File: src/sv/assert_macros.svh
// ----------------------------------------------------------------------------
// Assertion macros
// Clocked assertion wrappers shared by the RTL.
// ----------------------------------------------------------------------------
`ifndef ASSERT_MACROS_SVH
`define ASSERT_MACROS_SVH

// clocked check, masked while reset is low
`define ASSERT_CLK(lbl, prop, msg) \
    lbl: assert property (@(posedge i_clk) disable iff (!i_rst_n) prop) else $error(msg);

// clocked check, active during reset too
`define ASSERT_ALWAYS(lbl, prop, msg) \
    lbl: assert property (@(posedge i_clk) prop) else $error(msg);

`endif

File: src/sv/bmp_pkg.sv
// ----------------------------------------------------------------------------
// bmp_pkg
// Widths, codes, state type and unit structs of the prime field BM block.
// ----------------------------------------------------------------------------
`timescale 1ns / 1ps

package bmp_pkg;

    localparam int MAX_LEN = 1024;
    localparam int W       = 31;
    localparam int LEN_W   = $clog2(MAX_LEN + 1);
    localparam int PA_W    = $clog2(MAX_LEN + 1);
    localparam int SA_W    = $clog2(MAX_LEN);
    localparam int STEP_W  = $clog2(W + 1);

    localparam logic [W-1:0] MOD_RESET = {W{1'b1}};

    typedef enum logic [1:0] {
        KIND_PUSH  = 2'd0,
        KIND_READ  = 2'd1,
        KIND_CLEAR = 2'd2
    } t_kind;

    typedef enum logic [4:0] {
        ST_CLEAR,
        ST_IDLE,
        ST_READ,
        ST_RED,
        ST_DOT_CHK,
        ST_DOT_RD,
        ST_DOT_RC,
        ST_DOT_MUL,
        ST_DISC,
        ST_INV_BASE,
        ST_INV_CHK,
        ST_INV_R,
        ST_INV_SQ,
        ST_SCALE,
        ST_SAVE_RD,
        ST_SAVE_WR,
        ST_COR_CHK,
        ST_COR_RD,
        ST_COR_M,
        ST_COR_C,
        ST_HLP_RD,
        ST_HLP_WR,
        ST_DONE
    } t_state;

    typedef struct packed {
        logic         start;
        logic [W-1:0] a;
        logic [W-1:0] b;
        logic [W-1:0] p;
    } t_mm_req;

    typedef struct packed {
        logic         busy;
        logic         done;
        logic [W-1:0] res;
    } t_mm_rsp;

endpackage

File: src/sv/bmp_mulmod.sv
// ----------------------------------------------------------------------------
// bmp_mulmod
// Bit-serial modular multiplier: a * b mod p, one bit of b per cycle.
// ----------------------------------------------------------------------------
`timescale 1ns / 1ps

module bmp_mulmod (
    input  logic             i_clk,
    input  logic             i_rst_n,
    input  bmp_pkg::t_mm_req i_req,
    output bmp_pkg::t_mm_rsp o_rsp
);

    logic                       r_busy, n_busy;
    logic                       r_done, n_done;
    logic [bmp_pkg::STEP_W-1:0] r_cnt, n_cnt;
    logic [bmp_pkg::W-1:0]      r_acc, n_acc;
    logic [bmp_pkg::W-1:0]      r_a, n_a;
    logic [bmp_pkg::W-1:0]      r_b, n_b;
    logic [bmp_pkg::W-1:0]      r_p, n_p;
    logic [bmp_pkg::W:0]        c_dbl, c_dbl_red, c_sum, c_sum_red;

    always_comb begin
        c_dbl     = {r_acc, 1'b0};
        c_dbl_red = (c_dbl >= {1'b0, r_p}) ? c_dbl - {1'b0, r_p} : c_dbl;
        c_sum     = c_dbl_red + (r_b[bmp_pkg::W-1] ? {1'b0, r_a} : '0);
        c_sum_red = (c_sum >= {1'b0, r_p}) ? c_sum - {1'b0, r_p} : c_sum;
    end

    always_comb begin
        n_busy = r_busy;
        n_done = 1'b0;
        n_cnt  = r_cnt;
        n_acc  = r_acc;
        n_a    = r_a;
        n_b    = r_b;
        n_p    = r_p;
        if (i_req.start) begin
            n_busy = 1'b1;
            n_cnt  = '0;
            n_acc  = '0;
            n_a    = i_req.a;
            n_b    = i_req.b;
            n_p    = i_req.p;
        end else if (r_busy) begin
            n_acc = c_sum_red[bmp_pkg::W-1:0];
            n_b   = {r_b[bmp_pkg::W-2:0], 1'b0};
            n_cnt = r_cnt + 1'b1;
            if (r_cnt == bmp_pkg::STEP_W'(bmp_pkg::W - 1)) begin
                n_busy = 1'b0;
                n_done = 1'b1;
            end
        end
    end

    always_ff @(posedge i_clk) begin
        if (!i_rst_n) begin
            r_busy <= 1'b0;
            r_done <= 1'b0;
        end else begin
            r_busy <= n_busy;
            r_done <= n_done;
        end
    end

    always_ff @(posedge i_clk) begin
        r_cnt <= n_cnt;
        r_acc <= n_acc;
        r_a   <= n_a;
        r_b   <= n_b;
        r_p   <= n_p;
    end

    assign o_rsp.busy = r_busy;
    assign o_rsp.done = r_done;
    assign o_rsp.res  = r_acc;

endmodule

File: config.mk
export PLATFORM = sky130hd
export DESIGN_NAME = bmp_mulmod
export DESIGN_NICKNAME = d
export VERILOG_FILES = /design/src/sv/assert_macros.svh /design/src/sv/bmp_pkg.sv /design/src/sv/bmp_mulmod.sv
export SDC_FILE = /design/constraint.sdc
export NUM_CORES = 1
export LEC_CHECK = 0
export BUFFER_PORTS_ARGS = -buffer_cell sky130_fd_sc_hd__buf_2
export CORE_MARGIN = 2
export CORE_UTILIZATION = 50
export DETAILED_ROUTE_END_ITERATION = 16
export GPL_ROUTABILITY_DRIVEN = 1
export PLACE_DENSITY = 0.69
export SYNTH_ARGS = -nofsm -noshare
export SYNTH_HDL_FRONTEND = slang
export SYNTH_SLANG_ARGS = --single-unit
File: constraint.sdc
create_clock -name i_clk -period 9.65 [get_ports i_clk]
set_clock_uncertainty 0.15 [all_clocks]
set_input_delay 0.965 -clock i_clk [delete_from_list [all_inputs] [get_ports i_clk]]
set_output_delay 0.965 -clock i_clk [all_outputs]
set_load 0.02 [all_outputs]
# ---- Word-level counts from Yosys, hierarchy flattened
# Index checks and enable logic that the tools add are counted.
# W data, S select, Z words.
dict set report classes {
  add_sub_neg 4
  magnitude_cmp 2
  reduce_logical 2
  n_bitwise 2
  eq_ne 1
  mux 9
}
# op n
set ops {}
lappend ops {{$mux W31} 4}
lappend ops {{$ge A32 B31 Y1} 2}
lappend ops {{$add A32 B31 Y32} 1}
lappend ops {{$mux W32} 1}
lappend ops {{$sub A32 B31 Y32} 1}
lappend ops {{$sub A31 B31 Y31} 1}
lappend ops {{$add A5 B1 Y5 const B} 1}
lappend ops {{$eq A5 B5 Y1 const B} 1}
lappend ops {{$mux W1} 4}
lappend ops {{$reduce_or A3 Y1} 1}
lappend ops {{$not A1 Y1} 2}
lappend ops {{$reduce_bool A2 Y1} 1}
dict set report totals {
  out_inout_bits 33
  register_bits 131
  word_cells 27
}

# ---- Longest topological paths before layout
# Gate-level depths: netlist of the first run.
dict set report depth {
  word_depth 5
  ltp_mapped 36
}

# ---- Worst setup path before layout of the first run
# Ideal clock, no wire load.
dict set report synth_timing {
  kind {register to register}
  startpoint {register r_acc[10] (netlist name)}
  endpoint {register r_acc[23] (netlist name)}
  path_buffers 5
  path_slack_ps 2249
  arrival_ps 7160
  path_stages_with_launch 34
  required_time_ps 9409
  setup_ps 91
  synth_period_minus_slack_ps 7401
  cell_sequence {dfxtp_1 -> ha_1 -> buf_2 -> a211oi_1 -> o211ai_1 -> a41oi_1 -> a21oi_1 -> o21ai_1 -> clkbuf_1 -> clkbuf_1 -> nand2_1 -> o21ai_0 -> ha_1 -> a2111oi_0 -> nor3_1 -> a221oi_4 -> a21oi_1 -> o21a_1 -> o21ai_1 -> or4b_1 -> o211ai_1 -> ha_1 -> a21oi_1 -> nor2_1 -> a211oi_1 -> o211ai_1 -> a2111oi_0 -> o21bai_1 -> and4b_1 -> buf_4 -> or2_4 -> buf_6 -> nand2_1 -> a311oi_1}
}
dict set report synth_via {
  elab_chain_cells 5
  elab_cells_between_ends 7
}
# item line_no
set synth_lines {}
lappend synth_lines {{from (decl)} bmp_mulmod.sv:17} ;# logic [bmp_pkg::W-1:0] r_acc, n_acc;
lappend synth_lines {{from (signal assigned)} bmp_mulmod.sv:68} ;# r_acc <= n_acc;
lappend synth_lines {{$sub A32 B31 Y32 or $ge A32 B31 Y1 (tied branches)} bmp_mulmod.sv:25} ;# c_dbl_red = (c_dbl >= {1'b0, r_p}) ? c_dbl - {1'b0, r_p} : c_dbl;
lappend synth_lines {{$mux W32 (*)} bmp_mulmod.sv:25}
lappend synth_lines {{$add A32 B31 Y32 (*)} bmp_mulmod.sv:26} ;# c_sum = c_dbl_red + (r_b[bmp_pkg::W-1] ? {1'b0, r_a} : '0);
lappend synth_lines {{$sub A31 B31 Y31 or $ge A32 B31 Y1 (tied branches)} bmp_mulmod.sv:27} ;# c_sum_red = (c_sum >= {1'b0, r_p}) ? c_sum - {1'b0, r_p} : c_sum;
lappend synth_lines {{$mux W31 (*)} bmp_mulmod.sv:27}
# Mark *: on every way between the ends. The rest lies on a longest branch, timed or not.
# A chain may end at the register's enable or synchronous reset.

# ---- Final worst setup path of the first run
dict set report layout_timing {
  startpoint {register r_p[0] (netlist name)}
  endpoint {register r_acc[18] (netlist name)}
}
dict set report layout_via {
  elab_chain_cells 5
  elab_cells_between_ends 7
}
# item line_no
set layout_lines {}
lappend layout_lines {{from (decl)} bmp_mulmod.sv:20} ;# logic [bmp_pkg::W-1:0] r_p, n_p;
lappend layout_lines {{from (signal assigned)} bmp_mulmod.sv:71} ;# r_p <= n_p;
lappend layout_lines {{$sub A32 B31 Y32 or $ge A32 B31 Y1 (tied branches)} bmp_mulmod.sv:25}
lappend layout_lines {{$mux W32} bmp_mulmod.sv:25}
lappend layout_lines {{$add A32 B31 Y32} bmp_mulmod.sv:26}
lappend layout_lines {{$sub A31 B31 Y31 or $ge A32 B31 Y1 (tied branches)} bmp_mulmod.sv:27}
lappend layout_lines {{$mux W31 (*)} bmp_mulmod.sv:27}
# Marked as above.

==> impl_metrics.json, run 1 <==
{
  "final_common_cell": "buf_2",
  "setup_viol": 0,
  "routed-via-count": 8963,
  "slew_viol_final": 0,
  "ys_types": 66,
  "cts_tree": "yes",
  "area_delta_synth_final_pct": 14.2,
  "initial_core_util_pct": 50.8,
  "grt_first_pass_wirelength_microns": 44600,
  "h-tree-depth": 4,
  "post-place-ws_ns": 0.928,
  "hold_viol_final": 0,
  "n_antenna_cell": 0,
  "crit_type": "reg -> reg",
  "cts_buffer_depth": 2,
  "first_global_vias": 8430,
  "nets": 1435,
  "synth_fp_nets": 1319,
  "status": "finished, final reports clean",
  "drt-vias-per-instance": 5.88,
  "die_w_microns": 147,
  "hpwl_microns": 21200,
  "antenna_found_initial": 0,
  "avgSynthCellArea_sq_um": 9.10,
  "gp_congestion": 0.944,
  "die_h_microns": 147,
  "period_share_pct": 91.8,
  "drtIter0Drc": 772,
  "portBuffers": 128,
  "hold_buffers": 0,
  "drc": 0,
  "synth_top_flop_cell": "edfxtp_1",
  "mostFrequentLayoutCells": "buf_2 (127), ha_1 (95), nor2_1 (93), nand2_1 (93), edfxtp_1 (93)",
  "core_area_sq_mm": 0.0202,
  "cp-end-kind": "flop",
  "synth_area_leaders": "edfxtp_1 (27%), ha_1 (12%), dfxtp_1 (7.4%)",
  "gr-total-overflow": 0,
  "fmax_mhz": 113,
  "routed_wl_microns": 28300,
  "cpMaxStageDelayCell": "o41ai_1",
  "cp_slowest_stage_delay_ns": 0.71,
  "max-cap-violations": 0,
  "yosys_register_bits": 131,
  "clkSlewWorstSetupHoldPaths_ns": 0.06,
  "cts.sinks": 131,
  "root_buffer": "clkbuf_16",
  "synth_largest_area_cell": "edfxtp_1",
  "finalSetupTns_ns": 0,
  "yosysTopAreaCellShare_pct": 27.3,
  "rsz0062_at_grt": "no",
  "fillers": 1810,
  "tightest_slew_ns": 1.20,
  "grt_usage_pct": 26.1,
  "ir_drop_mv": 0.154,
  "yosys_warnings": 0,
  "grt_max_degree": 65,
  "postCtsSetupBuffers": 0,
  "drive_gt1_share_pct": 17.1,
  "ys_async_sr_fraction_pct": 0,
  "min-delay-path-class": "reg -> reg",
  "clkLatencyLatePin_ns": 0.44,
  "rows": 52,
  "worstPathRequired_ns": 9.84,
  "syn-cell-area_sq_mm": 0.0102,
  "cpMostUsedCell": "a21oi_1",
  "dr.pass1.iters": 5,
  "ys_seq_area_share_pct": 34.7,
  "start_kind": "flop",
  "p_leak_uw": 0.00508,
  "io_pins": 129,
  "relSlewSlack_pct": 20.2,
  "ant_nets": 0,
  "wl_per_cell_microns": 18.6,
  "synth-edff-count": 93,
  "netlist_instances": 1125,
  "die_area_sq_mm": 0.0216,
  "cts_buffers": 17,
  "worst_slack_ns": 0.788,
  "power.density_mw_per_mm2": 309,
  "power.total_uw": 3620,
  "min_period_ns": 8.86,
  "cp.arrival_ns": 9.05,
  "post_cts_resized": 0,
  "cp_max_fo": 15
}
==> Yosys cell counts, types with 34 or more instances <==
| cell | n |
|---|---|
| inv_1 | 67 |
| mux2_2 | 34 |
| nor2_1 | 93 |
| dfxtp_1 | 38 |
| ha_1 | 95 |
| o21ai_0 | 58 |
| a21o_1 | 35 |
| and2_1 | 34 |
| xnor2_1 | 56 |
| edfxtp_1 | 93 |
| nand2_1 | 93 |
| a21oi_1 | 82 |
==> where the power goes <==
part / internal [uW] / total [uW] / switching (uW)
Clock: 345 / 649 / 304
Sequential: 683 / 750 / 67.8
Combinational: 890 / 2220 / 1330
Total: 1920 / 3620 / 1700
==> logic make-up after synthesis <==
kind of cell	share of synthesized area, %
compound gates	21.3
xor+xnor	7.01
fa+ha+maj	12.2
buf+inv	4.17
flops	34.7
mux	5.50
simple gates	15.1
==> per-stage QoR <==
stage          instances  util (%)  hold WS (ns)  instance area (sq um)
2_1_floorplan       1125         -         0.313                  10200
3_3_place_gp        1492      55.1         0.330                  11100
3_5_place_dp        1492      55.1         0.333                  11100
4_1_cts             1524      58.0         0.345                  11700
5_1_grt             1524      58.0         0.382                  11700
6_report            1524      58.0         0.349                  11700
==> cell type report <==
type | instances | area [sq um] | share of cell area (%)
multi-input cells | 889 | 6270 | 53.6
flip-flops and latches | 131 | 3550 | 30.4
repair buffers | 135 | 696 | 5.95
clock buffers | 17 | 425 | 3.64
well taps | 270 | 338 | 2.89
inverters | 67 | 251 | 2.15
clock inverters | 15 | 159 | 1.36
==> flip-flops by register name (all words and copies together), names as in the netlist <==
register	cells
r_cnt	5
r_done	1
r_b	31
r_busy	1
r_acc	31
r_p	31
r_a	31
==> metal layers <==
metal / vias to the layer above / routed length (microns) / GRT usage (%)
met2: 366 / 12400 / 39.8
met5: - / 0 / 0
met3: 57 / 2220 / 5.99
met1: 4160 / 12800 / 35.8
li1: 4380 / - / -
met4: 0 / 844 / 10.8
==> worst paths after layout <==
| check | start | to | slack [ns] | cells past startpoint |
|---|---|---|---|---|
| max | r_p[0] | r_acc[18] | 0.79 | 29 |
| max reg2reg | r_p[0] | r_acc[18] | 0.79 | 29 |
| min reg2reg | r_acc[28] | r_acc[28] | 0.35 | 2 |
| min | r_acc[28] | r_acc[28] | 0.35 | 2 |
==> critical path: cells and delay by family (launching register included) <==
kind	cells	cell delay, ns
and+or+nand+nor	6	1.44
DFF	1	0.40
muxes	1	0.16
adders and majority gates	3	1.20
AOI/OAI and AO/OA	17	5.02
buffers and inverters	2	0.38
Power figures use the tool's default switching activity.
==> run 2: changes to the inputs <==
==> constraint.sdc (replaced) <==
create_clock -name i_clk -period 8.4 [get_ports i_clk]
set_clock_uncertainty 0.15 [all_clocks]
set_input_delay 1.68 -clock i_clk [delete_from_list [all_inputs] [get_ports i_clk]]
set_output_delay 1.68 -clock i_clk [all_outputs]
set_load 0.02 [all_outputs]
==> run 2 against run 1 <==
Against the previous run: cell area grew 2.1%; register-to-register slack lost 0.36 ns; setup slack lost 0.36 ns; critical path type unchanged; largest cell class unchanged; utilization grew 1.2 points; sequential power grew 15%; cell count grew 0.92%; first-iteration DRC count shrank 12%.
==> impl_metrics.json, run 2 (same netlist as run 1, synthesis figures left out) <==
{
  "grt_max_degree": 81,
  "max-cap-violations": 0,
  "area_delta_synth_final_pct": 16.6,
  "grt_usage_pct": 25.8,
  "setup_viol": 0,
  "cp_max_fo": 13,
  "use_met3_pct": 4.69,
  "p_leak_uw": 0.00520,
  "h-tree-depth": 4,
  "ir_drop_mv": 0.168,
  "cts_tree": "yes",
  "drive_gt1_share_pct": 19.5,
  "fillers": 1843,
  "cpMostUsedCell": "ha_1",
  "root_buffer": "clkbuf_16",
  "wl_per_cell_microns": 18.3,
  "clkLatencyLatePin_ns": 0.44,
  "busiest_layer": "met2",
  "first_global_vias": 8526,
  "swShare_pct": 46.8,
  "crit_type": "reg -> reg",
  "cts.sinks": 131,
  "io_pins": 129,
  "p_switching_uw": 1990,
  "die_area_sq_mm": 0.0216,
  "worstRegToRegCells": 29,
  "die_h_microns": 147,
  "min_period_ns": 7.97,
  "relSlewSlack_pct": 24.8,
  "mostFrequentLayoutCells": "buf_2 (127), ha_1 (95), nor2_1 (93), nand2_1 (93), edfxtp_1 (93)",
  "intPower_uw": 2260,
  "ant_nets": 0,
  "hpwl_microns": 20700,
  "startpoint": "r_p[21]",
  "routed_wl_microns": 28100,
  "cp_slowest_stage_delay_ns": 0.48,
  "met1_usage_pct": 35.6,
  "core_area_sq_mm": 0.0202,
  "reg2reg_from": "r_p[21]",
  "fmax_mhz": 125,
  "initial_core_util_pct": 50.8,
  "period_share_pct": 94.9,
  "die_w_microns": 147,
  "start_kind": "flop",
  "portBuffers": 128,
  "routed-via-count": 8998,
  "nets": 1449,
  "power.density_mw_per_mm2": 356,
  "n_antenna_cell": 0,
  "clkSlewWorstSetupHoldPaths_ns": 0.07,
  "dp.cells": 1500,
  "status": "finished, final reports clean",
  "final_common_cell": "buf_2",
  "gp_congestion": 0.932,
  "cts_buffers": 17,
  "tightest_slew_ns": 1.12,
  "drt-vias-per-instance": 5.85,
  "min-delay-path-class": "reg -> reg",
  "power_frac_seq_pct": 20.2,
  "min_path_cells": 2,
  "min_from": "r_acc[7]",
  "antenna_found_initial": 0,
  "drc": 0,
  "rows": 52,
  "cpMaxStageDelayCell": "or4b_1",
  "grt_first_pass_wirelength_microns": 44300,
  "worstPathRequired_ns": 8.58,
  "stdcell_count": 1538,
  "grt_util_met2_pct": 40.6,
  "clock_power_share_pct": 17.8,
  "cp.arrival_ns": 8.15,
  "cp-end-kind": "flop",
  "dr.pass1.iters": 5,
  "combPwrFrac_pct": 62.0,
  "worst_slack_ns": 0.429,
  "post-place-ws_ns": 0.227,
  "cts_buffer_depth": 2,
  "slew_viol_final": 0,
  "hold_viol_final": 0,
  "drtIter0Drc": 678,
  "gr-total-overflow": 0
}
-- run 2: cell count changes in the layout (fill, tap and decap cells not counted), sizes merged --
cell / change
buf: +13
o21ai: +1
inv: +1
clkinvlp: -1
-- run 2: final timing paths --
check	slack, ns	to
max	0.43	r_acc[17]
min	0.35	r_acc[7]
max reg2reg	0.43	r_acc[17]
min reg2reg	0.35	r_acc[7]
-- run 2: stage by stage --
step / total power, uW / utilization [%] / hold WS (ns) / TNS (ns) / area, sq um
2_1_floorplan: 2790 / - / 0.313 / 0 / 10200
3_3_place_gp: 3370 / 55.5 / 0.322 / 0 / 11200
3_5_place_dp: 3380 / 55.5 / 0.334 / 0 / 11200
4_1_cts: 4170 / 58.4 / 0.352 / 0 / 11800
5_1_grt: 4570 / 59.2 / 0.372 / -0.0913 / 11900
6_report: 4260 / 59.2 / 0.346 / 0 / 11900
-- run 2: repair_timing --
action / CTS / global route
setup buffers: 0 / 5
gates resized for setup: 0 / 27
hold buffers: 0 / 0
setup endpoints to repair: 0 / 31
-- run 2: power groups by stage --
stage | Clock (uW) | Sequential (uW) | Combinational [uW]
2_1_floorplan | 0 | 897 | 1900
3_3_place_gp | 0 | 870 | 2500
3_5_place_dp | 0 | 872 | 2510
4_1_cts | 767 | 859 | 2540
5_1_grt | 794 | 870 | 2910
6_report | 757 | 860 | 2640
-- run 2: critical path: cells and delay by family (launching register included) --
family	cells	cell delay (ns)
AOI/OAI and AO/OA	18	4.63
adders and majority gates	3	0.98
and+or+nand+nor	4	0.93
muxes	2	0.52
DFF	1	0.38
buffers and inverters	2	0.27
-- run 2: cell type report --
class / count / area [sq um] / area share [%]
Multi-Input combinational cell: 890 / 6400 / 53.5
Tap cell: 270 / 338 / 2.83
Sequential cell: 131 / 3550 / 29.8
Clock buffer: 17 / 425 / 3.56
Timing Repair Buffer: 148 / 806 / 6.74
Clock inverter: 15 / 175 / 1.47
Inverter: 67 / 251 / 2.11
-- run 2: per-layer routing --
| metal | routed length [microns] | share of wire [%] | vias up |
|---|---|---|---|
| met5 | 0 | 0 | - |
| met4 | 842 | 3.0 | 0 |
| met3 | 1850 | 6.6 | 58 |
| met2 | 12600 | 45 | 329 |
| met1 | 12800 | 46 | 4208 |
| li1 | - | - | 4403 |
